`config.mk`:
```
export PLATFORM = sky130hd
export DESIGN_NAME = sand_grain_fall_step
export DESIGN_NICKNAME = d
export VERILOG_FILES = /design/src/design/sgfs_pkg.sv /design/src/design/sand_grain_fall_step.sv /design/src/design/sgfs_ram.sv /design/src/design/sgfs_ctrl.sv /design/src/design/sgfs_datapath.sv
export VERILOG_INCLUDE_DIRS = /design/src /design/src/design
export SDC_FILE = /design/constraint.sdc
export NUM_CORES = 2
export LEC_CHECK = 0
export ABC_AREA = 1
export ABC_CLOCK_PERIOD_IN_PS = 59800
export BUFFER_PORTS_ARGS = -buffer_cell sky130_fd_sc_hd__buf_2
export CELL_PAD_IN_SITES_DETAIL_PLACEMENT = 0
export CELL_PAD_IN_SITES_GLOBAL_PLACEMENT = 2
export CORE_MARGIN = 2
export CORE_UTILIZATION = 43
export CTS_BUF_LIST = sky130_fd_sc_hd__clkbuf_16
export CTS_CLUSTER_SIZE = 25
export DETAILED_ROUTE_END_ITERATION = 8
export HOLD_SLACK_MARGIN = 0.15
export PLACE_DENSITY_LB_ADDON = 0.1
export RECOVER_POWER = 100
export SYNTH_ARGS = -nofsm -noshare
export SYNTH_HDL_FRONTEND = slang
export SYNTH_SLANG_ARGS = --single-unit
```
`constraint.sdc`:
```
create_clock -name clk -period 59.8 [get_ports clk]
set_input_delay 11.96 -clock clk [delete_from_list [all_inputs] [get_ports clk]]
set_output_delay 11.96 -clock clk [all_outputs]
set_load 0.02 [all_outputs]
```
`src/design/sand_grain_fall_step_assert.svh`:
```
// Assertion macros for the sand grain fall step block.
`ifndef SAND_GRAIN_FALL_STEP_ASSERT_SVH
`define SAND_GRAIN_FALL_STEP_ASSERT_SVH
`ifndef SYNTH
`define SGFS_ASSERT_NOW(name, clk, rst_n, ante, cons) \
	name: assert property (@(posedge clk) disable iff (!rst_n) (ante) |-> (cons)) \
		else $error("sgfs assertion failed");
`define SGFS_ASSERT_NEXT(name, clk, rst_n, ante, cons) \
	name: assert property (@(posedge clk) disable iff (!rst_n) (ante) |=> (cons)) \
		else $error("sgfs assertion failed");
`else
`define SGFS_ASSERT_NOW(name, clk, rst_n, ante, cons)
`define SGFS_ASSERT_NEXT(name, clk, rst_n, ante, cons)
`endif
`endif

```
`src/design/sgfs_pkg.sv`:
```
// Shared types and constants of the sand grain fall step block.
package sgfs_pkg;

	localparam int CFG_W     = 6;
	localparam int CFG_IDX_W = 1;
	localparam int CELL_W    = 3;

	localparam logic [CFG_IDX_W-1:0] REG_GRID_WIDTH  = 1'b0;
	localparam logic [CFG_IDX_W-1:0] REG_GRID_HEIGHT = 1'b1;
	localparam logic [CFG_W-1:0]     GRID_RESET      = 6'd32;

	localparam logic [CELL_W-1:0] CELL_SHAPE = 3'b001;
	localparam logic [CELL_W-1:0] CELL_GRAIN = 3'b010;
	localparam logic [CELL_W-1:0] CELL_FELL  = 3'b100;

	localparam logic [1:0] KIND_WRITE = 2'd0;
	localparam logic [1:0] KIND_FALL  = 2'd1;
	localparam logic [1:0] KIND_READ  = 2'd2;

	// fall candidates in the order they are tried
	localparam logic [2:0] CAND_DOWN     = 3'd0;
	localparam logic [2:0] CAND_DIAG_A   = 3'd1;
	localparam logic [2:0] CAND_DIAG_B   = 3'd2;
	localparam logic [2:0] CAND_SIDE_COL = 3'd3;
	localparam logic [2:0] CAND_SIDE_ROW = 3'd4;
	localparam logic [2:0] CAND_LAST     = CAND_SIDE_ROW;

	typedef enum logic [1:0] {
		WSEL_CLEAR,
		WSEL_ITEM,
		WSEL_SRC,
		WSEL_DST
	} wsel_t;

	typedef enum logic {
		RSEL_SRC,
		RSEL_CAND
	} rsel_t;

	typedef struct packed {
		logic  ld_item;
		logic  we;
		wsel_t wsel;
		rsel_t rsel;
		logic  k_inc;
		logic  clr_inc;
		logic  ld_src;
		logic  ld_dest;
		logic  ld_out;
	} cmd_t;

	typedef struct packed {
		logic [1:0] kind;
		logic       in_region;
		logic       cand_in_region;
		logic       cand_free;
		logic       k_last;
		logic       dest_is_src;
		logic       clr_last;
	} sts_t;

endpackage

```
`src/design/sand_grain_fall_step.sv`:
```
// Top level of the sand grain fall step block.
// Keeps a MAX_ROWS x MAX_COLS grid of 3-bit cells (shape, grain, fell) in one
// memory with one write port and a registered read. After reset the block sweeps
// the memory to zero, one cell a cycle, with in_stall high; config writes are
// taken during the sweep.
// One item is worked at a time, from accept to the next accept. A write or an
// out-of-region address goes straight to the result, a read first registers the
// source cell, and a fall then probes the five candidate cells in order, one
// memory read at a time (a candidate outside the region is skipped), followed by
// the source and destination write-back. A finished result sits in an output
// register, so the next item is accepted while it waits to be taken.
`include "sand_grain_fall_step_assert.svh"
module sand_grain_fall_step #(
	parameter int MAX_ROWS = 32,
	parameter int MAX_COLS = 32
) (
	input  logic                           clk,
	input  logic                           arst_n,
	input  logic                           cfg_we,
	input  logic [sgfs_pkg::CFG_IDX_W-1:0] cfg_index,
	input  logic [sgfs_pkg::CFG_W-1:0]     cfg_wdata,
	input  logic                           in_valid,
	output logic                           in_stall,
	input  logic [1:0]                     kind,
	input  logic [4:0]                     row,
	input  logic [4:0]                     col,
	input  logic signed [1:0]              grav_x,
	input  logic signed [1:0]              grav_y,
	input  logic                           random_side,
	input  logic                           set_in_shape,
	input  logic                           set_grain,
	output logic                           out_valid,
	input  logic                           out_stall,
	output logic [4:0]                     dest_row,
	output logic [4:0]                     dest_col,
	output logic                           moved,
	output logic                           grain,
	output logic                           in_shape,
	output logic                           fallen
);
	import sgfs_pkg::*;

	cmd_t cmd;
	sts_t sts;

	sgfs_ctrl u_ctrl (
		.clk      (clk),
		.arst_n   (arst_n),
		.in_valid (in_valid),
		.in_stall (in_stall),
		.out_valid(out_valid),
		.out_stall(out_stall),
		.sts      (sts),
		.cmd      (cmd)
	);

	sgfs_datapath #(
		.MAX_ROWS(MAX_ROWS),
		.MAX_COLS(MAX_COLS)
	) u_datapath (
		.clk         (clk),
		.arst_n      (arst_n),
		.cmd         (cmd),
		.sts         (sts),
		.cfg_we      (cfg_we),
		.cfg_index   (cfg_index),
		.cfg_wdata   (cfg_wdata),
		.kind        (kind),
		.row         (row),
		.col         (col),
		.grav_x      (grav_x),
		.grav_y      (grav_y),
		.random_side (random_side),
		.set_in_shape(set_in_shape),
		.set_grain   (set_grain),
		.dest_row    (dest_row),
		.dest_col    (dest_col),
		.moved       (moved),
		.grain       (grain),
		.in_shape    (in_shape),
		.fallen      (fallen)
	);

	// a new result never overwrites one still waiting
	`SGFS_ASSERT_NOW(a_ld_out_has_room, clk, arst_n, cmd.ld_out, !out_valid || !out_stall)
	// once an item is taken the block is busy until its result is out
	`SGFS_ASSERT_NEXT(a_busy_after_accept, clk, arst_n, in_valid && !in_stall, in_stall)
	// destination write-back only belongs to a fall inside the region
	`SGFS_ASSERT_NOW(a_dst_write_is_fall, clk, arst_n, cmd.we && (cmd.wsel == WSEL_DST),
		(sts.kind == KIND_FALL) && sts.in_region)

endmodule

```
`src/design/sgfs_ram.sv`:
```
// Generic single write port RAM with registered read.
module sgfs_ram #(
	parameter int WIDTH = 3,
	parameter int DEPTH = 1024
) (
	input  logic                     clk,
	input  logic                     we,
	input  logic [$clog2(DEPTH)-1:0] waddr,
	input  logic [WIDTH-1:0]         wdata,
	input  logic [$clog2(DEPTH)-1:0] raddr,
	output logic [WIDTH-1:0]         rdata
);

	logic [WIDTH-1:0] mem_q [DEPTH];

	always_ff @(posedge clk) begin
		if (we) begin
			mem_q[waddr] <= wdata;
		end
		rdata <= mem_q[raddr];
	end

endmodule

```
`src/design/sgfs_ctrl.sv`:
```
// Sequencer: memory sweep, source read, candidate probes, write-back, result hand-off.
module sgfs_ctrl (
	input  logic           clk,
	input  logic           arst_n,
	input  logic           in_valid,
	output logic           in_stall,
	output logic           out_valid,
	input  logic           out_stall,
	input  sgfs_pkg::sts_t sts,
	output sgfs_pkg::cmd_t cmd
);
	import sgfs_pkg::*;

	typedef enum logic [3:0] {
		ST_CLEAR,
		ST_IDLE,
		ST_SRC_RD,
		ST_SRC_CHK,
		ST_PROBE,
		ST_PCHK,
		ST_WR_SRC,
		ST_WR_DST,
		ST_DONE
	} state_t;

	state_t state_q, state_d;
	logic   out_valid_q;

	assign in_stall  = (state_q != ST_IDLE);
	assign out_valid = out_valid_q;

	always_comb begin
		cmd     = '0;
		state_d = state_q;
		unique case (state_q)
			ST_CLEAR: begin
				cmd.we      = 1'b1;
				cmd.wsel    = WSEL_CLEAR;
				cmd.clr_inc = 1'b1;
				if (sts.clr_last) begin
					state_d = ST_IDLE;
				end
			end
			ST_IDLE: begin
				if (in_valid) begin
					cmd.ld_item = 1'b1;
					state_d     = ST_SRC_RD;
				end
			end
			ST_SRC_RD: begin
				cmd.rsel = RSEL_SRC;
				if (!sts.in_region) begin
					state_d = ST_DONE;
				end else if (sts.kind == KIND_WRITE) begin
					cmd.we   = 1'b1;
					cmd.wsel = WSEL_ITEM;
					state_d  = ST_DONE;
				end else begin
					state_d = ST_SRC_CHK;
				end
			end
			ST_SRC_CHK: begin
				cmd.ld_src = 1'b1;
				state_d    = (sts.kind == KIND_FALL) ? ST_PROBE : ST_DONE;
			end
			ST_PROBE: begin
				cmd.rsel = RSEL_CAND;
				if (sts.cand_in_region) begin
					state_d = ST_PCHK;
				end else if (sts.k_last) begin
					state_d = ST_WR_SRC;
				end else begin
					cmd.k_inc = 1'b1;
				end
			end
			ST_PCHK: begin
				cmd.rsel = RSEL_CAND;
				if (sts.cand_free) begin
					cmd.ld_dest = 1'b1;
					state_d     = ST_WR_SRC;
				end else if (sts.k_last) begin
					state_d = ST_WR_SRC;
				end else begin
					cmd.k_inc = 1'b1;
					state_d   = ST_PROBE;
				end
			end
			ST_WR_SRC: begin
				// staying grain is handled by the destination write alone
				cmd.we   = !sts.dest_is_src;
				cmd.wsel = WSEL_SRC;
				state_d  = ST_WR_DST;
			end
			ST_WR_DST: begin
				cmd.we   = 1'b1;
				cmd.wsel = WSEL_DST;
				state_d  = ST_DONE;
			end
			ST_DONE: begin
				if (!out_valid_q || !out_stall) begin
					cmd.ld_out = 1'b1;
					state_d    = ST_IDLE;
				end
			end
			default: begin
				state_d = ST_IDLE;
			end
		endcase
	end

	always_ff @(posedge clk or negedge arst_n) begin
		if (!arst_n) begin
			state_q     <= ST_CLEAR;
			out_valid_q <= 1'b0;
		end else begin
			state_q <= state_d;
			if (cmd.ld_out) begin
				out_valid_q <= 1'b1;
			end else if (!out_stall) begin
				out_valid_q <= 1'b0;
			end
		end
	end

endmodule

```
`src/design/sgfs_datapath.sv`:
```
// Datapath: item and config registers, candidate cells, cell memory, result register.
module sgfs_datapath #(
	parameter int MAX_ROWS = 32,
	parameter int MAX_COLS = 32
) (
	input  logic                                clk,
	input  logic                                arst_n,
	input  sgfs_pkg::cmd_t                      cmd,
	output sgfs_pkg::sts_t                      sts,
	input  logic                                cfg_we,
	input  logic [sgfs_pkg::CFG_IDX_W-1:0]      cfg_index,
	input  logic [sgfs_pkg::CFG_W-1:0]          cfg_wdata,
	input  logic [1:0]                          kind,
	input  logic [4:0]                          row,
	input  logic [4:0]                          col,
	input  logic signed [1:0]                   grav_x,
	input  logic signed [1:0]                   grav_y,
	input  logic                                random_side,
	input  logic                                set_in_shape,
	input  logic                                set_grain,
	output logic [4:0]                          dest_row,
	output logic [4:0]                          dest_col,
	output logic                                moved,
	output logic                                grain,
	output logic                                in_shape,
	output logic                                fallen
);
	import sgfs_pkg::*;

	localparam int RW    = $clog2(MAX_ROWS);
	localparam int CW    = $clog2(MAX_COLS);
	localparam int DEPTH = MAX_ROWS * MAX_COLS;
	localparam int AW    = $clog2(DEPTH);
	localparam logic [8:0] ROWS_CAP = 9'(MAX_ROWS);
	localparam logic [8:0] COLS_CAP = 9'(MAX_COLS);

	function automatic logic [AW-1:0] cell_addr(input logic [RW-1:0] r, input logic [CW-1:0] c);
		return AW'(r) * AW'(MAX_COLS) + AW'(c);
	endfunction

	logic [CFG_W-1:0]  grid_width_q, grid_height_q;
	logic [8:0]        rows_lim, cols_lim;
	logic [1:0]        kind_q;
	logic [4:0]        row_q, col_q;
	logic signed [1:0] gx_q, gy_q;
	logic              side_q, set_shape_q, set_grain_q;
	logic [2:0]        k_q;
	logic [AW-1:0]     clr_addr_q;
	logic signed [7:0] r8, c8, x8, y8, s8, xs, ys, cr, cc;
	logic              src_in_region, cand_in_region, dest_is_src;
	logic [AW-1:0]     src_addr, cand_addr, raddr, waddr;
	logic [7:0]        dest_row_q, dest_col_q;
	logic [AW-1:0]     dest_addr_q;
	logic [CELL_W-1:0] src_q, dst_q, rdata, wdata, fin, item_val, res_val;
	logic              res_moved;
	logic [4:0]        res_row_q, res_col_q;
	logic              res_moved_q;
	logic [CELL_W-1:0] res_val_q;

	always_ff @(posedge clk or negedge arst_n) begin
		if (!arst_n) begin
			grid_width_q  <= GRID_RESET;
			grid_height_q <= GRID_RESET;
		end else if (cfg_we) begin
			unique case (cfg_index)
				REG_GRID_WIDTH:  grid_width_q  <= cfg_wdata;
				REG_GRID_HEIGHT: grid_height_q <= cfg_wdata;
			endcase
		end
	end

	assign rows_lim = ({3'b000, grid_height_q} < ROWS_CAP) ? {3'b000, grid_height_q} : ROWS_CAP;
	assign cols_lim = ({3'b000, grid_width_q} < COLS_CAP) ? {3'b000, grid_width_q} : COLS_CAP;

	always_ff @(posedge clk) begin
		if (cmd.ld_item) begin
			kind_q      <= kind;
			row_q       <= row;
			col_q       <= col;
			gx_q        <= grav_x;
			gy_q        <= grav_y;
			side_q      <= random_side;
			set_shape_q <= set_in_shape;
			set_grain_q <= set_grain;
		end
	end

	always_ff @(posedge clk or negedge arst_n) begin
		if (!arst_n) begin
			k_q        <= CAND_DOWN;
			clr_addr_q <= '0;
		end else begin
			if (cmd.ld_item) begin
				k_q <= CAND_DOWN;
			end else if (cmd.k_inc) begin
				k_q <= k_q + 3'd1;
			end
			if (cmd.clr_inc) begin
				clr_addr_q <= clr_addr_q + AW'(1);
			end
		end
	end

	assign src_in_region = ({4'b0000, row_q} < rows_lim) && ({4'b0000, col_q} < cols_lim);

	assign r8 = {3'b000, row_q};
	assign c8 = {3'b000, col_q};
	assign x8 = {{6{gx_q[1]}}, gx_q};
	assign y8 = {{6{gy_q[1]}}, gy_q};
	assign s8 = side_q ? 8'sd1 : -8'sd1;
	// x*s and y*s with s a unit step
	assign xs = side_q ? x8 : -x8;
	assign ys = side_q ? y8 : -y8;

	always_comb begin
		unique case (k_q)
			CAND_DOWN: begin
				cr = r8 + y8;
				cc = c8 + x8;
			end
			CAND_DIAG_A: begin
				cr = r8 + y8 + xs;
				cc = c8 + x8 + ys;
			end
			CAND_DIAG_B: begin
				cr = r8 + y8 - xs;
				cc = c8 + x8 - ys;
			end
			CAND_SIDE_COL: begin
				cr = r8;
				cc = c8 + s8;
			end
			CAND_SIDE_ROW: begin
				cr = r8 + s8;
				cc = c8;
			end
			default: begin
				cr = r8;
				cc = c8;
			end
		endcase
	end

	assign cand_in_region = !cr[7] && !cc[7] &&
		({1'b0, cr[7:0]} < rows_lim) && ({1'b0, cc[7:0]} < cols_lim);

	assign src_addr  = cell_addr(RW'(row_q), CW'(col_q));
	assign cand_addr = cell_addr(RW'(cr[7:0]), CW'(cc[7:0]));
	assign raddr     = (cmd.rsel == RSEL_CAND) ? cand_addr : src_addr;

	always_ff @(posedge clk) begin
		if (cmd.ld_item) begin
			dest_row_q  <= {3'b000, row};
			dest_col_q  <= {3'b000, col};
			dest_addr_q <= cell_addr(RW'(row), CW'(col));
		end else if (cmd.ld_dest) begin
			dest_row_q  <= cr[7:0];
			dest_col_q  <= cc[7:0];
			dest_addr_q <= cand_addr;
		end
		if (cmd.ld_src) begin
			src_q <= rdata;
		end
		if (cmd.ld_dest) begin
			dst_q <= rdata;
		end
	end

	assign dest_is_src = (dest_row_q == r8[7:0]) && (dest_col_q == c8[7:0]);
	assign item_val    = {1'b0, set_grain_q, set_shape_q};
	assign fin         = (dest_is_src ? src_q : dst_q) | CELL_GRAIN | CELL_FELL;

	always_comb begin
		unique case (cmd.wsel)
			WSEL_CLEAR: begin
				waddr = clr_addr_q;
				wdata = '0;
			end
			WSEL_ITEM: begin
				waddr = src_addr;
				wdata = item_val;
			end
			WSEL_SRC: begin
				waddr = src_addr;
				wdata = src_q & ~CELL_GRAIN;
			end
			WSEL_DST: begin
				waddr = dest_addr_q;
				wdata = fin;
			end
			default: begin
				waddr = clr_addr_q;
				wdata = '0;
			end
		endcase
	end

	sgfs_ram #(
		.WIDTH(CELL_W),
		.DEPTH(DEPTH)
	) u_ram (
		.clk  (clk),
		.we   (cmd.we),
		.waddr(waddr),
		.wdata(wdata),
		.raddr(raddr),
		.rdata(rdata)
	);

	always_comb begin
		priority if (!src_in_region) begin
			res_val = '0;
		end else begin
			unique case (kind_q)
				KIND_WRITE: res_val = item_val;
				KIND_FALL:  res_val = fin;
				KIND_READ:  res_val = src_q;
				default:    res_val = src_q;
			endcase
		end
	end

	assign res_moved = src_in_region && (kind_q == KIND_FALL) && !dest_is_src;

	always_ff @(posedge clk) begin
		if (cmd.ld_out) begin
			res_row_q   <= dest_row_q[4:0];
			res_col_q   <= dest_col_q[4:0];
			res_moved_q <= res_moved;
			res_val_q   <= res_val;
		end
	end

	assign dest_row = res_row_q;
	assign dest_col = res_col_q;
	assign moved    = res_moved_q;
	assign grain    = |(res_val_q & CELL_GRAIN);
	assign in_shape = |(res_val_q & CELL_SHAPE);
	assign fallen   = |(res_val_q & CELL_FELL);

	assign sts.kind           = kind_q;
	assign sts.in_region      = src_in_region;
	assign sts.cand_in_region = cand_in_region;
	assign sts.cand_free      = (|(rdata & CELL_SHAPE)) && !(|(rdata & CELL_GRAIN));
	assign sts.k_last         = (k_q == CAND_LAST);
	assign sts.dest_is_src    = dest_is_src;
	assign sts.clr_last       = (clr_addr_q == AW'(DEPTH - 1));

endmodule

```
==> summary.txt <==
status -> complete, but fails checks
failing checks -> capacitance limit, slew limit
post-route ant nets -> 0
Layout Nets -> 12,700
count leader, synth -> nand2_1
Routed WL -> 446,000 um
max-slew violation count -> 4,972
Lkg Pwr -> 0.0551 uW
area delta synth->final -> 10.4%
Post-synth EDFFs -> 3,119
critical-path maximum fanout -> 184
max_cap viols -> 115
die span in y -> 573 um
Via density -> 5.56
CTS Buf Count -> 353
Mapped Avg Cell Area -> 10.7 um^2
syn_nets -> 13,100
FFs w/ async S/R, synth -> 0.00950
xor and xnor area share after synthesis -> 0.00183
GPL Wtd Cong -> 0.850
mux contribution to synthesized area -> 0
total track usage -> 0.268
crit end category -> flop
Synth Area in Adders -> 0.00671
critical path class -> flop to flop
maximum vdd drop -> 0.0510 mV
Routed WL per cell -> 25.9 um
Fin Setup TNS -> 0 ps
Hold WC Path Type -> flop to flop
Initial Utilization -> 0.433
RSZ-0062 raised after global routing -> no
via count -> 95,800
first-pass GRT wire length -> 645,000 um
Post-CTS Setup Bufs -> 0
die width -> 573 um
Synth top area share -> 0.674
most frequent cells after synthesis -> nand2_1, edfxtp_1, nand3_1
startpoint types -> flop
fraction of layout cells with a size suffix above 1 -> 0.0520
Initial DRC Count -> 9,334
power per standard cell area -> 45.9 mW/mm^2
DRC violations left -> 0
Mapped Cells -> 12,900
total grt overflow -> 0
CTS H-tree lvls -> 5
cts repair resizes -> 0
Tot Pwr -> 7040 uW
largest net degree at the start of global routing -> 225
Slew headroom -> -4.61
ys flop type -> edfxtp_1
core footprint -> 0.321 mm^2
Synth Area in Compound Gates -> 0.0321
vias in the first global route -> 95,600
clock period minus worst slack -> 21,220 ps
main combinational cell family by area after synthesis -> simple AND/OR/NAND/NOR gates
Detailed Place HPWL -> 243,000 um
crit path DAT -> 21,350 ps
clk root buf -> clkbuf_16
Port Buffers -> 46
I/O pins -> 47
Synth Register Bits -> 3,158
post-synthesis cell area -> 0.139 mm^2
Worst Clk Skew -> 47.4 ps
Clock Latency Late Sink -> 940 ps
Max Buffers Root-to-Sink -> 4
sequential area share after synthesis -> 0.680
Yosys cell types -> 50
Setup Viol. Count Final -> 0
Site Rows -> 208
clock sink total -> 3,158
max frequency -> 47.1 MHz
initial antenna violation count -> 26
CTS tree -> built
Slew @ Worst Pin -> 8420 ps
Yosys Warn Count -> 0
period utilization -> 0.355
endpoints failing hold -> 0
CP required -> 59,930 ps
Worst-path clk slew -> 50 ps
Yosys top cell by area -> edfxtp_1
Die ar. -> 0.328 mm^2
post-synthesis simple-gate area fraction -> 0.224
synth top area cells -> edfxtp_1, nand2_1, nand3_1
hold buffers post-CTS -> 0
first-pass iteration count of the detailed router -> 8
-- layout make-up --
class / count / area [um^2]
Fill cell: 29700 / 168000
Sequential cell: 3158 / 94600
Multi-Input combinational cell: 7871 / 36800
Clock buffer: 356 / 8910
Tap cell: 4305 / 5390
Inverter: 994 / 3740
Clock inverter: 276 / 2420
Timing Repair Buffer: 263 / 1660
Antenna cell: 9 / 22.5
-- per-layer routing --
layer	vias up	share of wire	GRT usage
met1	48100	0.43	0.366
li1	44100	-	-
met2	2984	0.48	0.456
met5	-	0.000031	0
met3	620	0.059	0.0293
met4	2	0.030	0.0736
-- logic make-up (layout without fill, tap and decap cells) --
| family | after synthesis | in the layout |
|---|---|---|
| other | 0 | 9 |
| and+or+nand+nor | 7113 | 7113 |
| buffers and inverters | 1919 | 1889 |
| adders and majority gates | 71 | 71 |
| xor gates and xnor gates | 29 | 29 |
| DFF | 3158 | 3158 |
| AOI/OAI and AO/OA | 658 | 658 |
-- state kept, by name (all words and copies together), names as in the netlist, 3 cells and up --
signal                    cells
u_datapath.u_ram.rdata        3
u_datapath.dest_row           5
u_datapath.k_q                3
u_datapath.row_q              5
u_datapath.src_q              3
u_datapath.dest_addr_q       10
u_ctrl.state_q                4
u_datapath.dest_col_q         3
u_datapath.clr_addr_q        10
u_datapath.u_ram.mem_q     3072
u_datapath.dest_row_q         3
u_datapath.grid_width_q       6
u_datapath.res_val_q          3
u_datapath.grid_height_q      6
u_datapath.dest_col           5
u_datapath.col_q              5
-- stage by stage --
step	setup WS, ps	instance area (um^2)	hold WS (ps)	util	instances
2_1_floorplan	10530	139000	386	-	12900
3_3_place_gp	46390	143000	463	0.445	16600
3_5_place_dp	46320	143000	469	0.445	16600
4_1_cts	45670	154000	478	0.480	17200
5_1_grt	36770	154000	501	0.478	17200
6_report	38580	154000	481	0.478	17200
-- layout by cell type (no fill, tap or decap), types with 13 or more instances in the layout --
| cell | n |
|---|---|
| dfrtp_1 | 28 |
| clkinv_2 | 70 |
| nor2_1 | 1107 |
| clkinv_1 | 71 |
| a31oi_1 | 13 |
| inv_1 | 1053 |
| edfxtp_1 | 3119 |
| xor2_1 | 20 |
| buf_12 | 16 |
| ha_1 | 65 |
| o211ai_1 | 428 |
| clkbuf_1 | 123 |
| clkbuf_16 | 356 |
| buf_2 | 22 |
| a21oi_1 | 84 |
| o21ai_0 | 101 |
| nand4_1 | 20 |
| nand3_1 | 2322 |
| nor3_1 | 27 |
| nand2_1 | 3262 |
| nand3b_1 | 351 |
| buf_4 | 102 |
| bufinv_16 | 32 |
-- path summary, 6_finish.rpt --
path | startpoint | to | slack, ps | depth (start not counted)
max in group asynchronous | arst_n | u_datapath.k_q[1]$_DFFE_PN0P_ | 47020 | 1
setup / recovery | u_datapath.grid_height_q[5]$_DFFE_PN1P_ | u_datapath.u_ram.mem_q[362][0]$_DFFE_PP_ | 38580 | 14
min in group asynchronous | arst_n | u_datapath.grid_width_q[1]$_DFFE_PN0P_ | 11600 | 1
hold reg to reg | u_datapath.dest_row_q[5]$_SDFFE_PP0P_ | u_datapath.dest_row_q[5]$_SDFFE_PP0P_ | 480 | 2
setup reg to reg | u_datapath.grid_height_q[5]$_DFFE_PN1P_ | u_datapath.u_ram.mem_q[362][0]$_DFFE_PP_ | 38580 | 14
hold / removal | u_datapath.dest_row_q[5]$_SDFFE_PP0P_ | u_datapath.dest_row_q[5]$_SDFFE_PP0P_ | 480 | 2
-- power breakdown --
group	switching [uW]	leakage (uW)	internal, uW
clock network	906	0.00580	1220
registers	24.3	0.0254	2470
logic	1810	0.0239	605
total	2740	0.0551	4300
-- worst max-delay path, cell delays in order, from the launching register on --
cell	delay, ps
dfstp_1	550
inv_1	130
nand2_1	140
ha_1	260
a21oi_1	150
o21ai_0	90
nand2_1	80
nand4_1	560
nor3_1	720
nand2_1	100
o211ai_1	120
clkbuf_1	5750
clkbuf_1	6260
clkbuf_1	2200
clkbuf_1	2950
(Power assumes the default switching activity.)
